## src/rtl/fcms_pkg.sv

```systemverilog
// Package for the fixed-capacity multiset store: operation codes, port widths,
// default parameters and the controller/datapath command and status structs.
// No dependencies.
package fcms_pkg;

  localparam int CAPACITY_DEF    = 16;
  localparam int VALUE_WIDTH_DEF = 32;

  localparam int FUNC_W      = 3;
  localparam int IN_VALUE_W  = 32;
  localparam int OUT_CNT_W   = 5;
  localparam int OUT_CNT_MAX = 31;

  localparam logic [FUNC_W-1:0] FUNC_ADD      = 3'd0;
  localparam logic [FUNC_W-1:0] FUNC_REMOVE   = 3'd1;
  localparam logic [FUNC_W-1:0] FUNC_COUNT    = 3'd2;
  localparam logic [FUNC_W-1:0] FUNC_CONTAINS = 3'd3;
  localparam logic [FUNC_W-1:0] FUNC_CLEAR    = 3'd4;

  // controller -> datapath
  typedef struct packed {
    logic load;      // capture the input beat, reset scan state
    logic exec;      // add / clear / ignore, no scan needed
    logic scan;      // issue one read and compare per cycle
    logic rd_last;   // read the last live entry
    logic move;      // overwrite the hit slot with the last entry
    logic res_load;  // load the result register
  } fcms_cmd_t;

  // datapath -> controller
  typedef struct packed {
    logic scan_done;
    logic hit;
    logic is_remove;
  } fcms_sts_t;

endpackage

```

## src/rtl/fcms_ctrl.sv

```systemverilog
// Controller state machine of the multiset store: sequences accept, scan,
// swap-on-remove and result hand-off. Depends on fcms_pkg.
module fcms_ctrl
  import fcms_pkg::*;
(
  input  logic              clk,
  input  logic              rst_n,
  input  logic              in_valid,
  output logic              in_stall,
  input  logic [FUNC_W-1:0] in_func,
  output logic              out_valid,
  input  logic              out_stall,
  output fcms_cmd_t         cmd,
  input  fcms_sts_t         sts
);

  localparam logic [2:0] ST_IDLE   = 3'd0;
  localparam logic [2:0] ST_EXEC   = 3'd1;
  localparam logic [2:0] ST_SCAN   = 3'd2;
  localparam logic [2:0] ST_RDLAST = 3'd3;
  localparam logic [2:0] ST_MOVE   = 3'd4;
  localparam logic [2:0] ST_FIN    = 3'd5;

  logic [2:0] state_r, state_nxt;
  logic       out_valid_r, out_valid_nxt;
  logic       in_acc;

  assign in_stall  = (state_r != ST_IDLE);
  assign in_acc    = in_valid && !in_stall;
  assign out_valid = out_valid_r;

  always_comb begin
    state_nxt     = state_r;
    out_valid_nxt = out_valid_r && out_stall;
    cmd           = '0;
    unique case (state_r)
      ST_IDLE: begin
        if (in_acc) begin
          cmd.load = 1'b1;
          case (in_func) inside
            FUNC_REMOVE, FUNC_COUNT, FUNC_CONTAINS: state_nxt = ST_SCAN;
            default:                                state_nxt = ST_EXEC;
          endcase
        end
      end
      ST_EXEC: begin
        cmd.exec  = 1'b1;
        state_nxt = ST_FIN;
      end
      ST_SCAN: begin
        cmd.scan = 1'b1;
        if (sts.scan_done) begin
          state_nxt = (sts.is_remove && sts.hit) ? ST_RDLAST : ST_FIN;
        end
      end
      ST_RDLAST: begin
        cmd.rd_last = 1'b1;
        state_nxt   = ST_MOVE;
      end
      ST_MOVE: begin
        cmd.move  = 1'b1;
        state_nxt = ST_FIN;
      end
      ST_FIN: begin
        // result register is free once the previous beat has gone
        if (!out_valid_r || !out_stall) begin
          cmd.res_load  = 1'b1;
          out_valid_nxt = 1'b1;
          state_nxt     = ST_IDLE;
        end
      end
      default: state_nxt = ST_IDLE;
    endcase
  end

  always_ff @(posedge clk) begin
    if (!rst_n) begin
      state_r     <= ST_IDLE;
      out_valid_r <= 1'b0;
    end else begin
      state_r     <= state_nxt;
      out_valid_r <= out_valid_nxt;
    end
  end

endmodule

```

## src/rtl/fcms_dp.sv

```systemverilog
// Datapath of the multiset store: entry memory, fill count, sequential
// compare scan, swap path and result register. Depends on fcms_pkg.
module fcms_dp
  import fcms_pkg::*;
#(
  parameter int CAPACITY    = CAPACITY_DEF,
  parameter int VALUE_WIDTH = VALUE_WIDTH_DEF
) (
  input  logic                  clk,
  input  logic                  rst_n,
  input  logic [FUNC_W-1:0]     in_func,
  input  logic [IN_VALUE_W-1:0] in_value,
  input  fcms_cmd_t             cmd,
  output fcms_sts_t             sts,
  output logic                  out_ok,
  output logic [OUT_CNT_W-1:0]  out_match_count,
  output logic [OUT_CNT_W-1:0]  out_size,
  output logic                  out_empty_res
);

  localparam int AW = (CAPACITY > 1) ? $clog2(CAPACITY) : 1;
  localparam int CW = $clog2(CAPACITY + 1);

  logic [VALUE_WIDTH-1:0] mem [CAPACITY];
  logic [VALUE_WIDTH-1:0] rdata_r;
  logic [VALUE_WIDTH-1:0] val_in;
  logic [VALUE_WIDTH-1:0] value_r;
  logic [FUNC_W-1:0]      func_r;
  logic [CW-1:0]          fill_r, fill_nxt;
  logic [CW-1:0]          scan_idx_r;
  logic [CW-1:0]          cnt_r;
  logic [AW-1:0]          cmp_idx_r;
  logic [AW-1:0]          hit_idx_r;
  logic                   cmp_vld_r;
  logic                   hit_r;
  logic                   issue_vld;
  logic                   cmp_hit;
  logic                   has_room;
  logic                   add_we;
  logic                   we;
  logic [AW-1:0]          waddr;
  logic [VALUE_WIDTH-1:0] wdata;
  logic [AW-1:0]          raddr;
  logic [OUT_CNT_W-1:0]   cnt_sat;
  logic [OUT_CNT_W-1:0]   size_sat;
  logic                   res_ok_r;
  logic [OUT_CNT_W-1:0]   res_cnt_r;
  logic [OUT_CNT_W-1:0]   res_size_r;
  logic                   res_empty_r;

  generate
    if (VALUE_WIDTH <= IN_VALUE_W) begin : g_val_trunc
      assign val_in = in_value[VALUE_WIDTH-1:0];
    end else begin : g_val_ext
      assign val_in = {{(VALUE_WIDTH - IN_VALUE_W){1'b0}}, in_value};
    end
    if (CW > OUT_CNT_W) begin : g_sat
      assign cnt_sat  = (cnt_r  > CW'(OUT_CNT_MAX)) ? OUT_CNT_W'(OUT_CNT_MAX)
                                                    : cnt_r[OUT_CNT_W-1:0];
      assign size_sat = (fill_r > CW'(OUT_CNT_MAX)) ? OUT_CNT_W'(OUT_CNT_MAX)
                                                    : fill_r[OUT_CNT_W-1:0];
    end else begin : g_nosat
      assign cnt_sat  = OUT_CNT_W'(cnt_r);
      assign size_sat = OUT_CNT_W'(fill_r);
    end
  endgenerate

  assign has_room  = (fill_r < CW'(CAPACITY));
  assign issue_vld = cmd.scan && (scan_idx_r < fill_r);
  assign cmp_hit   = cmp_vld_r && (rdata_r == value_r);
  assign add_we    = cmd.exec && (func_r == FUNC_ADD) && has_room;

  assign sts.scan_done = (scan_idx_r >= fill_r) && !cmp_vld_r;
  assign sts.hit       = hit_r;
  assign sts.is_remove = (func_r == FUNC_REMOVE);

  // one write port: add at the fill position, or the swap on remove
  assign we    = add_we || cmd.move;
  assign waddr = cmd.move ? hit_idx_r : fill_r[AW-1:0];
  assign wdata = cmd.move ? rdata_r : value_r;
  assign raddr = cmd.rd_last ? AW'(fill_r - CW'(1)) : scan_idx_r[AW-1:0];

  assign out_ok          = res_ok_r;
  assign out_match_count = res_cnt_r;
  assign out_size        = res_size_r;
  assign out_empty_res   = res_empty_r;

  always_ff @(posedge clk) begin
    if (we) begin
      mem[waddr] <= wdata;
    end
    rdata_r <= mem[raddr];
  end

  always_comb begin
    fill_nxt = fill_r;
    if (add_we) begin
      fill_nxt = fill_r + CW'(1);
    end else if (cmd.exec && (func_r == FUNC_CLEAR)) begin
      fill_nxt = '0;
    end else if (cmd.move) begin
      fill_nxt = fill_r - CW'(1);
    end
  end

  always_ff @(posedge clk) begin
    if (!rst_n) begin
      fill_r    <= '0;
      cmp_vld_r <= 1'b0;
    end else begin
      fill_r    <= fill_nxt;
      cmp_vld_r <= issue_vld;
    end
  end

  always_ff @(posedge clk) begin
    cmp_idx_r <= scan_idx_r[AW-1:0];
    if (cmd.load) begin
      func_r     <= in_func;
      value_r    <= val_in;
      scan_idx_r <= '0;
      cnt_r      <= '0;
      hit_r      <= 1'b0;
      hit_idx_r  <= '0;
    end else begin
      if (issue_vld) begin
        scan_idx_r <= scan_idx_r + CW'(1);
      end
      if (cmp_hit) begin
        cnt_r <= cnt_r + CW'(1);
        if (!hit_r) begin
          hit_r     <= 1'b1;
          hit_idx_r <= cmp_idx_r;
        end
      end
      // hit_r doubles as the ok flag for add and clear
      if (cmd.exec && (((func_r == FUNC_ADD) && has_room) || (func_r == FUNC_CLEAR))) begin
        hit_r <= 1'b1;
      end
    end
  end

  always_ff @(posedge clk) begin
    if (cmd.res_load) begin
      res_ok_r    <= (func_r == FUNC_COUNT) || hit_r;
      res_cnt_r   <= (func_r == FUNC_COUNT) ? cnt_sat : '0;
      res_size_r  <= size_sat;
      res_empty_r <= (fill_r == '0);
    end
  end

endmodule

```

## src/rtl/fixed_capacity_multiset_store_core.sv

```systemverilog
// Top level of the fixed-capacity multiset store: controller plus datapath.
// Depends on fcms_pkg, fcms_ctrl and fcms_dp.
//
// Unordered multiset of up to CAPACITY entries (add, remove, count, contains,
// clear); one result beat per input beat. One item is processed at a time.
// Add, clear and unknown codes go through the execute and finish states. Remove,
// count and contains scan the live entries through the single read port of
// the entry memory, one entry per cycle; when a remove hits, the last entry
// is then read and moved into the hit slot. The result sits in an output
// register, so a stalled result only holds the next item back at its own
// result hand-off. No clearing pass after reset.
module fixed_capacity_multiset_store_core
  import fcms_pkg::*;
#(
  parameter int CAPACITY    = CAPACITY_DEF,
  parameter int VALUE_WIDTH = VALUE_WIDTH_DEF
) (
  input  logic                  clk,
  input  logic                  rst_n,
  input  logic                  in_valid,
  output logic                  in_stall,
  input  logic [FUNC_W-1:0]     in_func,
  input  logic [IN_VALUE_W-1:0] in_value,
  output logic                  out_valid,
  input  logic                  out_stall,
  output logic                  out_ok,
  output logic [OUT_CNT_W-1:0]  out_match_count,
  output logic [OUT_CNT_W-1:0]  out_size,
  output logic                  out_empty_res
);

  fcms_cmd_t cmd;
  fcms_sts_t sts;

  fcms_ctrl u_ctrl (
    .clk       (clk),
    .rst_n     (rst_n),
    .in_valid  (in_valid),
    .in_stall  (in_stall),
    .in_func   (in_func),
    .out_valid (out_valid),
    .out_stall (out_stall),
    .cmd       (cmd),
    .sts       (sts)
  );

  fcms_dp #(
    .CAPACITY    (CAPACITY),
    .VALUE_WIDTH (VALUE_WIDTH)
  ) u_dp (
    .clk             (clk),
    .rst_n           (rst_n),
    .in_func         (in_func),
    .in_value        (in_value),
    .cmd             (cmd),
    .sts             (sts),
    .out_ok          (out_ok),
    .out_match_count (out_match_count),
    .out_size        (out_size),
    .out_empty_res   (out_empty_res)
  );

endmodule

```

## config.mk

```make
export PLATFORM = sky130hd
export DESIGN_NAME = fixed_capacity_multiset_store_core
export DESIGN_NICKNAME = d
export VERILOG_FILES = /design/src/rtl/fcms_pkg.sv /design/src/rtl/fcms_ctrl.sv /design/src/rtl/fcms_dp.sv /design/src/rtl/fixed_capacity_multiset_store_core.sv
export SDC_FILE = /design/constraint.sdc
export NUM_CORES = 1
export LEC_CHECK = 0
export ABC_CLOCK_PERIOD_IN_PS = 3980
export BUFFER_PORTS_ARGS = -buffer_cell sky130_fd_sc_hd__buf_2
export CAP_MARGIN = 20
export CORE_ASPECT_RATIO = 1.25
export CORE_MARGIN = 4
export CORE_UTILIZATION = 43
export CTS_BUF_LIST = sky130_fd_sc_hd__clkbuf_8 sky130_fd_sc_hd__clkbuf_16
export DETAILED_ROUTE_END_ITERATION = 12
export SYNTH_ARGS = -nofsm -noshare
export SYNTH_HDL_FRONTEND = slang
export SYNTH_SLANG_ARGS = --single-unit
```

## constraint.sdc

```tcl
create_clock -name clk -period 3.98 [get_ports clk]
set_input_delay 1.194 -clock clk [delete_from_list [all_inputs] [get_ports clk]]
set_output_delay 1.194 -clock clk [all_outputs]
set_load 0.005 [all_outputs]
```

==> results.sh <==
export IMPL_ctsHtreeMaxLevel=2
export IMPL_drtIter0Drc=1480
export IMPL_ys_ff_latch=620
export IMPL_crit_buf_inv=1
export IMPL_io_pins=53
export IMPL_synth_edf_count=559
export IMPL_grt_max_degree=133
export IMPL_yosysSeqAreaShare=0.740
export IMPL_leakage_nw=9.89
export IMPL_pre_cts_slack_ns=0.596
export IMPL_syn_nets=1819
export IMPL_drc_errors=0
export IMPL_route_top_layer_used="met4"
export IMPL_maxSlewHeadroom=0.240
export IMPL_grt_pass1_vias=14200
export IMPL_initial_core_util=0.434
export IMPL_setup_viol_count_final=0
export IMPL_netlist_instances=1770
export IMPL_synth_flop_cell="edfxtp_1"
export IMPL_cts_repair_resized=0
export IMPL_track_usage=0.186
export IMPL_dr_pass1_iters=5
export IMPL_slew_viol_final=0
export IMPL_end_kind="flop"
export IMPL_dieWidth_um=221
export IMPL_grt_remaining_overflow=0
export IMPL_routed_wirelength_um=58200
export IMPL_path_cells="nand2b_1 -> or4_4 -> nor3_4 -> a31oi_1 -> buf_4 -> nor2_4"
export IMPL_powerDensity_mw_per_mm2=718
export IMPL_p_total_mw=19.7
export IMPL_place_hpwl_um=33800
export IMPL_via_per_inst=5.67
export IMPL_cts_buffers=58
export IMPL_syn_avg_cell_area_sq_um=13.8
export IMPL_slowest_delay_ns=0.85
export IMPL_worst_path_max_delay_cell="nor2_4"
export IMPL_die_h_um=274
export IMPL_clock_sinks=620
export IMPL_hold_viol=0
export IMPL_irDropWorstVdd_uv=517
export IMPL_antenna_left=0
export IMPL_wl_met2_um=27400
export IMPL_routabilityCongestion=0.813
export IMPL_crit_family="simple AND/OR/NAND/NOR gates"
export IMPL_fin_skew_ns=0.0300
export IMPL_core_area_sq_mm=0.0561
export IMPL_insertion_delay_ns=0.62
export IMPL_fill_cells=4794
export IMPL_hold_class="flop to flop"
export IMPL_cts_reportedPaths_clkPinSlew_ns=0.06
export IMPL_setup_ws_ns=0.749
export IMPL_fin_crit_ns=3.23
export IMPL_critical_path_class="flop to flop"
export IMPL_dieArea_sq_mm=0.0605
export IMPL_vias=14700
export IMPL_cts_hold_buf=0
export IMPL_cts_tree="done"
export IMPL_dr_wl_met3_um=3770
export IMPL_area_growth_synth_to_final_pct=13.0
export IMPL_avgRoutedWirePerCell_um=22.4
export IMPL_grt_pass1_wl_um=87900
export IMPL_final_layout_size_suffix_gt1_frac=0.117
export IMPL_max_freq_ghz=0.310
export IMPL_port_buffers=52
export IMPL_critPathLaunchType="flop"
export IMPL_status="finished, final reports clean"
export IMPL_cap_violations=0
export IMPL_synth_cell_types=58
export IMPL_diodes=0
export IMPL_nNetsFinal=1857
export IMPL_syn_area_sq_mm=0.0243
export IMPL_final_seq_area_sq_mm=0.0180
export IMPL_clk_path_buf_depth=3
export IMPL_fin_crit_sh=0.812
export IMPL_num_rows=97
export IMPL_met1_length_um=25600
export IMPL_cts_setup_buffers=0
export IMPL_antenna_found_initial=0
export IMPL_multiInputGateArea_sq_mm=0.00593
export IMPL_rr_startpoint="u_ctrl.state_r[0]"
export IMPL_post_route_util=0.491
export IMPL_crit_fanout=32
export IMPL_arrival_ns=3.45
export IMPL_min_from="u_dp.cnt_r[4]"
export IMPL_async_flop_share=0
export IMPL_fin_setup_tns_ns=0
export IMPL_cts_root_buf="clkbuf_16"
export IMPL_cp_required_ns=4.20
export IMPL_worstMarginPinSlew_ns=1.13
export IMPL_ys_warn_count=0
export IMPL_rsz0062_at_grt="false"
export IMPL_cp_startpoint="u_ctrl.state_r[0]"
==> power breakdown <==
| group | leakage [nW] | switching (mW) | internal (mW) |
|---|---|---|---|
| clock network | 0.970 | 2.36 | 3.05 |
| logic | 3.36 | 3.71 | 1.69 |
| registers | 5.55 | 0.399 | 8.54 |
==> state kept, by name, indices dropped and copies added (netlist names) <==
signal / count
u_ctrl.out_valid: 1
u_ctrl.state_r: 3
u_dp.cmp_idx_r: 4
u_dp.cmp_vld_r: 1
u_dp.cnt_r: 5
u_dp.fill_r: 5
u_dp.func_r: 3
u_dp.hit_idx_r: 4
u_dp.hit_r: 1
u_dp.mem: 512
u_dp.out_empty_res: 1
u_dp.out_match_count: 5
u_dp.out_ok: 1
u_dp.out_size: 5
u_dp.rdata_r: 32
u_dp.scan_idx_r: 5
u_dp.value_r: 32
==> per-layer routing <==
layer | global-route usage | vias up
met2 | 0.299 | 484
met1 | 0.269 | 7415
met4 | 0.0544 | 0
met3 | 0.0258 | 80
li1 | - | 6748
met5 | 0 | -
==> worst min-delay path: stages (launching register included) <==
cell	delay, ns
dfxtp_1	0.32
o41ai_1	0.06
a21oi_1	0.05
==> synthesized netlist by cell type, types with 6 or more instances <==
cell type / instances / area share
o21ai_0: 12 / 0.0025
nor3_1: 7 / 0.0014
mux2i_1: 6 / 0.0025
clkbuf_1: 48 / 0.0074
buf_6: 9 / 0.0042
a221o_1: 32 / 0.013
nand2_1: 363 / 0.056
nor2_1: 44 / 0.0068
inv_1: 11 / 0.0017
xnor2_1: 7 / 0.0025
a22o_1: 64 / 0.023
a22oi_1: 64 / 0.020
nand3_1: 7 / 0.0014
a31oi_1: 6 / 0.0015
ha_1: 10 / 0.0051
edfxtp_1: 559 / 0.69
buf_1: 13 / 0.0020
o22ai_1: 34 / 0.0087
xor2_1: 34 / 0.012
buf_2: 43 / 0.0088
and2_1: 7 / 0.0018
a21oi_1: 270 / 0.055
dfxtp_1: 61 / 0.050
==> through the flow <==
stage          hold WS (ns)  instances  instance area, sq um
3_5_place_dp          0.455       2487                 25600
5_1_grt               0.483       2598                 27500
3_3_place_gp          0.452       2484                 25500
2_1_floorplan         0.391       1770                 24300
6_report              0.472       2598                 27500
4_1_cts               0.472       2595                 27500
==> area by class of cell <==
| cell class | count | area share |
|---|---|---|
| clock buffer | 61 | 0.0547 |
| timing repair buffer | 91 | 0.0267 |
| multi-input combinational | 1026 | 0.216 |
| tap | 742 | 0.0338 |
| sequential | 620 | 0.655 |
| inverter | 11 | 0.00150 |
| clock inverter | 47 | 0.0131 |
==> cells in the final DEF (no fill, tap or decap), types with 4 or more instances in the layout <==
cell type,Yosys,layout
nand2_1,363,360
inv_1,11,26
nor2_4,0,19
mux2i_1,6,6
nor4_1,4,4
bufinv_16,0,5
edfxtp_1,559,559
a22o_1,64,64
nand3_1,7,7
buf_2,43,52
a31oi_1,6,6
a21oi_1,270,270
dfxtp_1,61,61
clkinv_1,0,8
and3_1,5,5
ha_1,10,10
clkinvlp_4,0,4
o21ai_0,12,12
and2_1,7,6
clkinv_2,0,13
clkbuf_16,0,59
a22oi_1,64,64
nor2_1,44,25
buf_4,0,25
nor4_2,4,4
a221o_1,32,32
buf_12,0,13
nor3_1,7,7
nor2b_1,4,4
xor2_1,34,34
xnor2_1,7,7
o22ai_1,34,34
==> worst paths after layout <==
path | cells past startpoint | end | slack [ns]
worst min-delay path | 2 | u_dp.cnt_r[4] | 0.47
worst max register to register | 6 | u_dp.mem[3][7] | 0.75
worst min register to register | 2 | u_dp.cnt_r[4] | 0.47
worst max-delay path | 6 | u_dp.mem[3][7] | 0.75
==> logic make-up after synthesis <==
logic type / count (synthesis) / synth area share
AO/OA/AOI/OAI: 503 / 0.132
XOR/XNOR: 41 / 0.0147
multiplexers: 6 / 0.00247
AND/OR/NAND/NOR: 466 / 0.0823
buffers and inverters: 124 / 0.0241
adder cells (fa/ha/maj): 10 / 0.00514
flip-flops: 620 / 0.740
No activity file was read; power rests on OpenSTA's default activity.
